## src/iras_pkg.sv

```systemverilog
// iras_pkg: shared widths, register map, reset values and control struct
// for the interval room allocator; used by every module under src
package iras_pkg;

  localparam int TIME_W = 31;
  localparam int ID_W   = 16;
  localparam int ROOM_W = 7;

  localparam int CFG_DW = 32;
  localparam int CFG_AW = 3;

  localparam int MAX_ROOMS_DEF = 64;

  // register index is the word address, paddr[CFG_AW-1]
  localparam logic REG_ROOM_COUNT = 1'b0;

  localparam logic [ROOM_W-1:0] ROOM_COUNT_RST = 7'd1;

  // request from the sequencer to the free-time store
  typedef struct packed {
    logic rd_en;
    logic wr_en;
    logic clear_all;
  } mem_ctl_t;

endpackage

```

## src/iras_time_store.sv

```systemverilog
// iras_time_store: free-time memory of all rooms with per-room valid bits
// depends on iras_pkg; an entry without its valid bit reads as time zero
module iras_time_store #(
  parameter int MAX_ROOMS = iras_pkg::MAX_ROOMS_DEF,
  localparam int IDX_W = $clog2(MAX_ROOMS)
) (
  input  logic                        clk,
  input  logic                        rst_n,
  input  iras_pkg::mem_ctl_t          mem_ctl,
  input  logic [IDX_W-1:0]            raddr,
  input  logic [IDX_W-1:0]            waddr,
  input  logic [iras_pkg::TIME_W-1:0] wdata,
  output logic [iras_pkg::TIME_W-1:0] rdata
);

  logic [iras_pkg::TIME_W-1:0] mem_r [MAX_ROOMS];
  logic [MAX_ROOMS-1:0]        valid_r;
  logic [iras_pkg::TIME_W-1:0] rd_q_r;
  logic                        rd_valid_r;

  always_ff @(posedge clk) begin
    if (mem_ctl.wr_en) begin
      mem_r[waddr] <= wdata;
    end
    if (mem_ctl.rd_en) begin
      rd_q_r <= mem_r[raddr];
    end
  end

  always_ff @(posedge clk) begin
    if (!rst_n) begin
      valid_r    <= '0;
      rd_valid_r <= 1'b0;
    end else begin
      if (mem_ctl.clear_all) begin
        valid_r <= '0;
      end else if (mem_ctl.wr_en) begin
        valid_r[waddr] <= 1'b1;
      end
      if (mem_ctl.rd_en) begin
        rd_valid_r <= valid_r[raddr];
      end
    end
  end

  assign rdata = rd_valid_r ? rd_q_r : '0;

endmodule

```

## src/iras_ctrl.sv

```systemverilog
// iras_ctrl: sequencer that scans the active rooms through one shared compare
// unit, keeps the earliest free room and books it if the lecture fits; uses iras_pkg
module iras_ctrl #(
  parameter int MAX_ROOMS = iras_pkg::MAX_ROOMS_DEF,
  localparam int IDX_W = $clog2(MAX_ROOMS)
) (
  input  logic                        clk,
  input  logic                        rst_n,
  input  logic                        start,
  output logic                        busy,
  input  logic                        in_new_pass,
  input  logic [iras_pkg::ID_W-1:0]   in_lecture_id,
  input  logic [iras_pkg::TIME_W-1:0] in_start_time,
  input  logic [iras_pkg::TIME_W-1:0] in_end_time,
  input  logic [iras_pkg::ROOM_W-1:0] room_count,
  output iras_pkg::mem_ctl_t          mem_ctl,
  output logic [IDX_W-1:0]            mem_raddr,
  output logic [IDX_W-1:0]            mem_waddr,
  output logic [iras_pkg::TIME_W-1:0] mem_wdata,
  input  logic [iras_pkg::TIME_W-1:0] mem_rdata,
  output logic                        out_strobe,
  output logic [iras_pkg::ID_W-1:0]   out_lecture_echo,
  output logic [iras_pkg::ROOM_W-1:0] out_room,
  output logic                        out_ok
);

  localparam logic [1:0] ST_IDLE   = 2'd0;
  localparam logic [1:0] ST_SCAN   = 2'd1;
  localparam logic [1:0] ST_DECIDE = 2'd2;

  logic [1:0]                  state_r, state_nxt;
  logic [IDX_W-1:0]            last_r, last_nxt;
  logic [IDX_W-1:0]            ptr_r, ptr_nxt;
  logic                        issue_r, issue_nxt;
  logic                        pend_r, pend_nxt;
  logic [IDX_W-1:0]            pend_idx_r, pend_idx_nxt;
  logic [iras_pkg::TIME_W-1:0] best_time_r, best_time_nxt;
  logic [IDX_W-1:0]            best_idx_r, best_idx_nxt;
  logic                        failed_r, failed_nxt;
  logic [iras_pkg::ID_W-1:0]   id_r, id_nxt;
  logic [iras_pkg::TIME_W-1:0] start_r, start_nxt;
  logic [iras_pkg::TIME_W-1:0] end_r, end_nxt;
  logic                        out_strobe_r, out_strobe_nxt;
  logic                        out_ok_r, out_ok_nxt;
  logic [iras_pkg::ROOM_W-1:0] out_room_r, out_room_nxt;
  logic [iras_pkg::ID_W-1:0]   out_id_r, out_id_nxt;

  logic        accept;
  logic        hit;
  logic [31:0] cnt_full;

  assign accept = start && (state_r == ST_IDLE);
  assign hit    = (start_r >= best_time_r);

  always_comb begin
    cnt_full = (room_count == '0) ? 32'd1 : {25'd0, room_count};
    if (cnt_full > 32'(MAX_ROOMS)) begin
      cnt_full = 32'(MAX_ROOMS);
    end
  end

  always_comb begin
    state_nxt      = state_r;
    last_nxt       = last_r;
    ptr_nxt        = ptr_r;
    issue_nxt      = issue_r;
    pend_nxt       = 1'b0;
    pend_idx_nxt   = pend_idx_r;
    best_time_nxt  = best_time_r;
    best_idx_nxt   = best_idx_r;
    failed_nxt     = failed_r;
    id_nxt         = id_r;
    start_nxt      = start_r;
    end_nxt        = end_r;
    out_strobe_nxt = 1'b0;
    out_ok_nxt     = out_ok_r;
    out_room_nxt   = out_room_r;
    out_id_nxt     = out_id_r;
    mem_ctl        = '0;
    mem_raddr      = ptr_r;
    mem_waddr      = best_idx_r;
    mem_wdata      = end_r;

    case (state_r)
      ST_IDLE: begin
        if (accept) begin
          id_nxt            = in_lecture_id;
          start_nxt         = in_start_time;
          end_nxt           = in_end_time;
          mem_ctl.clear_all = in_new_pass;
          if (in_new_pass) begin
            failed_nxt = 1'b0;
          end
          if (failed_r && !in_new_pass) begin
            // failed pass: answer at once, no room touched
            out_strobe_nxt = 1'b1;
            out_ok_nxt     = 1'b0;
            out_room_nxt   = '0;
            out_id_nxt     = in_lecture_id;
          end else begin
            state_nxt = ST_SCAN;
            last_nxt  = IDX_W'(cnt_full - 32'd1);
            ptr_nxt   = '0;
            issue_nxt = 1'b1;
          end
        end
      end
      ST_SCAN: begin
        mem_ctl.rd_en = issue_r;
        pend_nxt      = issue_r;
        pend_idx_nxt  = ptr_r;
        if (issue_r) begin
          if (ptr_r == last_r) begin
            issue_nxt = 1'b0;
          end else begin
            ptr_nxt = ptr_r + 1'b1;
          end
        end
        // strict less keeps the lowest room on equal free times
        if (pend_r) begin
          if ((pend_idx_r == '0) || (mem_rdata < best_time_r)) begin
            best_time_nxt = mem_rdata;
            best_idx_nxt  = pend_idx_r;
          end
          if (pend_idx_r == last_r) begin
            state_nxt = ST_DECIDE;
          end
        end
      end
      ST_DECIDE: begin
        mem_ctl.wr_en  = hit;
        failed_nxt     = !hit;
        out_strobe_nxt = 1'b1;
        out_ok_nxt     = hit;
        out_room_nxt   = hit ? iras_pkg::ROOM_W'({1'b0, best_idx_r} + 1'b1) : '0;
        out_id_nxt     = id_r;
        state_nxt      = ST_IDLE;
      end
      default: begin
        state_nxt = ST_IDLE;
      end
    endcase
  end

  always_ff @(posedge clk) begin
    if (!rst_n) begin
      state_r      <= ST_IDLE;
      issue_r      <= 1'b0;
      pend_r       <= 1'b0;
      failed_r     <= 1'b0;
      out_strobe_r <= 1'b0;
    end else begin
      state_r      <= state_nxt;
      issue_r      <= issue_nxt;
      pend_r       <= pend_nxt;
      failed_r     <= failed_nxt;
      out_strobe_r <= out_strobe_nxt;
    end
  end

  always_ff @(posedge clk) begin
    last_r      <= last_nxt;
    ptr_r       <= ptr_nxt;
    pend_idx_r  <= pend_idx_nxt;
    best_time_r <= best_time_nxt;
    best_idx_r  <= best_idx_nxt;
    id_r        <= id_nxt;
    start_r     <= start_nxt;
    end_r       <= end_nxt;
    out_ok_r    <= out_ok_nxt;
    out_room_r  <= out_room_nxt;
    out_id_r    <= out_id_nxt;
  end

  assign busy             = (state_r != ST_IDLE);
  assign out_strobe       = out_strobe_r;
  assign out_ok           = out_ok_r;
  assign out_room         = out_room_r;
  assign out_lecture_echo = out_id_r;

`ifndef SYNTHESIS
  a_wr_gives_ok: assert property (@(posedge clk) disable iff (!rst_n)
    mem_ctl.wr_en |=> (out_strobe && out_ok))
    else $error("room write without an ok result");

  a_failed_fast: assert property (@(posedge clk) disable iff (!rst_n)
    (accept && failed_r && !in_new_pass) |=> (out_strobe && !out_ok && (out_room == '0)))
    else $error("failed pass did not answer at once");

  a_strobe_idle: assert property (@(posedge clk) disable iff (!rst_n)
    out_strobe |-> (state_r == ST_IDLE))
    else $error("result beat while still scanning");

  a_ok_room: assert property (@(posedge clk) disable iff (!rst_n)
    (out_strobe && out_ok) |-> (out_room != '0))
    else $error("ok result without a room");
`endif

endmodule

```

## src/interval_room_allocator_top.sv

```systemverilog
// interval_room_allocator_top: register port, sequencer and free-time store
// depends on iras_pkg, iras_time_store and iras_ctrl
//
//   channel  ports                                   handshake
//   input    in_new_pass in_lecture_id in_start_time start & !busy
//            in_end_time
//   result   out_lecture_echo out_room out_ok        out_strobe, one cycle
//   config   psel penable pwrite paddr pwdata prdata write in access phase
//
// an item keeps busy high for one memory read per active room through a single
// compare, the registered read data and a booking state that books the room
// only if free; the result beat follows in the next cycle. a failed pass
// answers an item without a scan. reset is synchronous and frees all rooms
// at once via the valid bits; results cannot be stalled, the strobe lasts exactly one cycle.
module interval_room_allocator_top #(
  parameter int MAX_ROOMS = iras_pkg::MAX_ROOMS_DEF
) (
  input  logic                        clk,
  input  logic                        rst_n,
  input  logic                        start,
  output logic                        busy,
  input  logic                        in_new_pass,
  input  logic [iras_pkg::ID_W-1:0]   in_lecture_id,
  input  logic [iras_pkg::TIME_W-1:0] in_start_time,
  input  logic [iras_pkg::TIME_W-1:0] in_end_time,
  output logic                        out_strobe,
  output logic [iras_pkg::ID_W-1:0]   out_lecture_echo,
  output logic [iras_pkg::ROOM_W-1:0] out_room,
  output logic                        out_ok,
  input  logic                        psel,
  input  logic                        penable,
  input  logic                        pwrite,
  input  logic [iras_pkg::CFG_AW-1:0] paddr,
  input  logic [iras_pkg::CFG_DW-1:0] pwdata,
  output logic [iras_pkg::CFG_DW-1:0] prdata,
  output logic                        pready
);

  localparam int IDX_W = $clog2(MAX_ROOMS);

  logic [iras_pkg::ROOM_W-1:0] room_count_r;
  logic                        cfg_wr;
  iras_pkg::mem_ctl_t          mem_ctl;
  logic [IDX_W-1:0]            mem_raddr;
  logic [IDX_W-1:0]            mem_waddr;
  logic [iras_pkg::TIME_W-1:0] mem_wdata;
  logic [iras_pkg::TIME_W-1:0] mem_rdata;

  assign pready = 1'b1;
  assign cfg_wr = psel && penable && pwrite &&
                  (paddr[iras_pkg::CFG_AW-1] == iras_pkg::REG_ROOM_COUNT);

  always_ff @(posedge clk) begin
    if (!rst_n) begin
      room_count_r <= iras_pkg::ROOM_COUNT_RST;
    end else if (cfg_wr) begin
      room_count_r <= pwdata[iras_pkg::ROOM_W-1:0];
    end
  end

  always_comb begin
    prdata = '0;
    if (paddr[iras_pkg::CFG_AW-1] == iras_pkg::REG_ROOM_COUNT) begin
      prdata = {{(iras_pkg::CFG_DW - iras_pkg::ROOM_W){1'b0}}, room_count_r};
    end
  end

  iras_ctrl #(
    .MAX_ROOMS(MAX_ROOMS)
  ) u_ctrl (
    .clk              (clk),
    .rst_n            (rst_n),
    .start            (start),
    .busy             (busy),
    .in_new_pass      (in_new_pass),
    .in_lecture_id    (in_lecture_id),
    .in_start_time    (in_start_time),
    .in_end_time      (in_end_time),
    .room_count       (room_count_r),
    .mem_ctl          (mem_ctl),
    .mem_raddr        (mem_raddr),
    .mem_waddr        (mem_waddr),
    .mem_wdata        (mem_wdata),
    .mem_rdata        (mem_rdata),
    .out_strobe       (out_strobe),
    .out_lecture_echo (out_lecture_echo),
    .out_room         (out_room),
    .out_ok           (out_ok)
  );

  iras_time_store #(
    .MAX_ROOMS(MAX_ROOMS)
  ) u_store (
    .clk     (clk),
    .rst_n   (rst_n),
    .mem_ctl (mem_ctl),
    .raddr   (mem_raddr),
    .waddr   (mem_waddr),
    .wdata   (mem_wdata),
    .rdata   (mem_rdata)
  );

endmodule

```

## config.mk

```make
export PLATFORM = sky130hd
export DESIGN_NAME = interval_room_allocator_top
export DESIGN_NICKNAME = d
export VERILOG_FILES = /design/src/iras_pkg.sv /design/src/iras_time_store.sv /design/src/iras_ctrl.sv /design/src/interval_room_allocator_top.sv
export SDC_FILE = /design/constraint.sdc
export NUM_CORES = 2
export LEC_CHECK = 0
export BUFFER_PORTS_ARGS = -buffer_cell sky130_fd_sc_hd__buf_2
export CORE_MARGIN = 2
export CORE_UTILIZATION = 25
export DETAILED_ROUTE_END_ITERATION = 6
export PLACE_DENSITY = 0.36
export SLEW_MARGIN = 20
export SYNTH_ARGS = -nofsm -noshare
export SYNTH_HDL_FRONTEND = slang
export SYNTH_HIERARCHICAL = 1
export SYNTH_SLANG_ARGS = --single-unit
```

## constraint.sdc

```tcl
create_clock -name clk -period 6.4 [get_ports clk]
set_input_delay 1.92 -clock clk [delete_from_list [all_inputs] [get_ports clk]]
set_output_delay 1.92 -clock clk [all_outputs]
set_load 0.005 [all_outputs]
```

==> flow_metrics.tcl <==
set metrics [dict create \
    status "finished, final reports clean" \
    cts-resized-gates 0 \
    hp-class "reg2reg" \
    place_inst 8407 \
    regToRegSetupSlack_ps 1700 \
    p_leak_uw 0.0316 \
    whs_path_depth 1 \
    synth_seq_cells 2250 \
    cts_root_buffer "clkbuf_16" \
    sw_frac_of_total_pct 22.8 \
    instances_no_fill 8867 \
    syn_area_um2 86600 \
    cpPeakStageDelay_ps 790 \
    power_density_nw_per_um2 326 \
    die_w_um 593 \
    slowest_stage "nor2_4" \
    reg2reg_to "u_store/mem_r[61][17]" \
    io_buffers 125 \
    critPathCaptureType "flip-flop" \
    power_frac_clock_pct 42.8 \
    die_area_um2 351000 \
    grt_pass1_vias 41845 \
    rsz0062_at_grt "false" \
    htree_levels 5 \
    start_util_pct 25.1 \
    p_comb_share_pct 8.3 \
    worst_hold_startpoint "u_store/valid_r[30]" \
    clkTransAtPathRegs_ps 60 \
    grt_util_all_layers_pct 13.6 \
    min_to "u_store/valid_r[30]" \
    fin_crit_ps 4700 \
    critPathKind "reg2reg" \
    p_sw_uw 7600 \
    slew_headroom_pct 4.31 \
    peakVddDrop_mv 0.213 \
    yosys.area.top_type_share_pct 75.3 \
    drt-vias-per-instance 4.46 \
    gp_congestion 0.728 \
    clk_latency_ps 830 \
    drv_slew 0 \
    cts_made_buffers 266 \
    first_pass_iters 7 \
    fin_nets 4281 \
    vias 39545 \
    fmax_ghz 0.213 \
    clockBufferDepth 4 \
    synth.distinct_cells 55 \
    ys_async_sr_fraction_pct 0 \
    grt_pass1_wl_mm 336 \
    r2r_cells 12 \
    drc 0 \
    overflow 0 \
    synth-edff-count 2172 \
    num_io_pins 179 \
    yosysSeqAreaShare_pct 77.1 \
    yosysWarnings 6 \
    hpwl_mm 136 \
    required_ps 6900 \
    timing.critical_path.mode_cell "inv_1" \
    wl_per_cell_um 27.1 \
    critPathLaunchType "flip-flop" \
    core_um2 345000 \
    fillCellCount 33434 \
    p_seq_share_pct 48.9 \
    ys.flop_type "edfxtp_1" \
    layout_commonest_cell "edfxtp_1" \
    setup_tns_ps 0 \
    fin_skew_ps 30.5 \
    worstPathArrival_ps 5210 \
    grt_antenna_before_repair 37 \
    synth_top_area_cell "edfxtp_1" \
    die_y_um 593 \
    p_int_uw 25700 \
    cts_tree "done" \
    drive_above_1_share_pct 31.3 \
    syn_avg_cell_area_um2 23.2 \
    maxCapViolations 0 \
    critPathBufInv 4 \
    path_max_fanout 22 \
    crit_family "simple AND/OR/NAND/NOR gates" \
    cts_hold_repair.buffers 0 \
    post_cts_buffers 0 \
    finalWirelength_mm 241 \
    r2r-start "u_ctrl/best_time_r[29]" \
    fin_crit_sh_pct 73.5 \
    syn2layout_area_growth_pct 18.1 \
    synth_cells 3735 \
    ant_nets 0 \
    tightest_slew_ps 1400 \
    ys_top_cells_by_area "edfxtp_1 75%, mux4_2 17%, dfxtp_1 1.8%" \
    drt_iter0_drc 3604 \
    final_cell_mix "2,172 x edfxtp_1, 651 x mux4_2, 275 x clkbuf_16" \
    rows 216 \
    crit_chain "inv_1 > ha_1 > nand4_1 > nor4_1 > buf_4 > and2_1 > a2bb2oi_4 > inv_1 > nor2b_1 > nand3_1 > nor2_4 > buf_12" \
    cts.sinks 2250 \
    hold_violations 0 \
    grt_max_degree 93 \
    setup_viol 0 \
]
sequential cells by signal, indices dropped and copies added (netlist names):
| name | count |
|---|---|
| u_ctrl/pend_r | 1 |
| u_ctrl/mem_wdata | 31 |
| u_ctrl/out_lecture_echo | 16 |
| u_ctrl/out_strobe | 1 |
| room_count_r | 7 |
| u_ctrl/issue_r | 1 |
| u_store/valid_r | 64 |
| u_ctrl/best_time_r | 31 |
| u_store/rd_q_r | 31 |
| u_store/mem_r | 1984 |
| u_ctrl/start_r | 31 |
| u_ctrl/failed_r | 1 |
| u_ctrl/id_r | 16 |
| u_ctrl/mem_waddr | 6 |
| u_ctrl/pend_idx_r | 6 |
| u_ctrl/out_ok | 1 |
| u_store/rd_valid_r | 1 |
| u_ctrl/state_r | 2 |
| u_ctrl/out_room | 7 |
| u_ctrl/mem_raddr | 6 |
| u_ctrl/last_r | 6 |
per-layer routing:
layer  wire (um)  GRT usage [%]  vias up
met2      115000           22.3      944
met1      109000           18.9    21751
met3       11900           2.19      321
met5           0              0        -
met4        4540           3.17        0
li1            -              -    16529
kinds of logic after synthesis:
kind of cell / after synthesis / share of synthesized area (%)
DFF: 2250 / 77.1
muxes: 692 / 17.4
and+or+nand+nor: 309 / 1.77
buffers and inverters: 243 / 1.34
AOI/OAI and AO/OA: 154 / 1.24
adders and majority gates: 64 / 0.924
xor gates and xnor gates: 21 / 0.212
other: 2 / 0.00867
synth_stat cells, drive strengths merged (2+ instances only):
| cell | count |
|---|---|
| nand4 | 14 |
| a211oi | 9 |
| and2b | 7 |
| xor2 | 9 |
| nand3 | 21 |
| nor3 | 9 |
| a21o | 11 |
| nand2 | 82 |
| mux2 | 2 |
| a31oi | 2 |
| xnor2 | 12 |
| or3 | 5 |
| dfxtp | 78 |
| mux4 | 651 |
| o21ai | 12 |
| nor4 | 2 |
| ha | 64 |
| buf | 115 |
| nor2b | 19 |
| clkbuf | 89 |
| and3 | 8 |
| o211ai | 2 |
| or2 | 2 |
| and2 | 37 |
| nor2 | 84 |
| a21oi | 35 |
| o21a | 67 |
| mux2i | 39 |
| conb | 2 |
| or4 | 2 |
| o311ai | 2 |
| nand2b | 11 |
| o31ai | 3 |
| a22o | 2 |
| edfxtp | 2172 |
| inv | 39 |
| and3b | 3 |
power groups by stage:
stage	sequential [uW]	combinational [uW]	clock, uW
6_report	16300	2770	14300
3_5_place_dp	16600	2850	0
5_1_grt	16300	2960	15300
2_1_floorplan	16700	1620	0
4_1_cts	16300	2860	14800
3_3_place_gp	16600	2860	0
worst register-to-register path, cell delays in order (launching register included):
cell and delay (ps):
edfxtp_1 320, inv_1 70, ha_1 320, nand4_1 180, nor4_1 330, buf_4 190, and2_1 170, a2bb2oi_4 100
inv_1 440, nor2b_1 420, nand3_1 710, nor2_4 800, buf_12 300
metrics by stage:
step	setup slack [ps]	hold slack (ps)	util (%)	cell area, um^2	total power [uW]
after detailed placement	1780	448	27.3	94300	19400
after floorplan	1590	435	-	86700	18300
after CTS	1730	461	29.6	102000	33900
final	1700	459	29.6	102000	33300
after global routing	1450	472	29.6	102000	34500
after global placement	1770	442	27.3	94300	19500
area by class of cell:
cell class / instances / area, um^2 / area share, %
clock inverter: 103 / 796 / 0.778
antenna: 14 / 35.0 / 0.0342
tap: 4578 / 5730 / 5.60
timing repair buffer: 274 / 2370 / 2.32
multi-input combinational: 1266 / 19300 / 18.8
sequential: 2250 / 66800 / 65.3
inverter: 39 / 149 / 0.146
clock buffer: 343 / 7180 / 7.02
how the worst max path moves through the flow:
stage,startpoint,to,depth (start not counted)
after floorplan,u_ctrl/start_r[14],u_store/mem_r[40][0],9
after global placement,u_ctrl/start_r[18],u_store/mem_r[61][20],11
after detailed placement,u_ctrl/start_r[16],u_store/mem_r[61][18],11
after CTS,u_ctrl/start_r[16],u_store/mem_r[61][17],11
after global routing,u_ctrl/best_time_r[29],u_store/mem_r[61][17],12
final,u_ctrl/best_time_r[29],u_store/mem_r[61][17],12
Note: power is estimated with default switching activity, not from simulation.
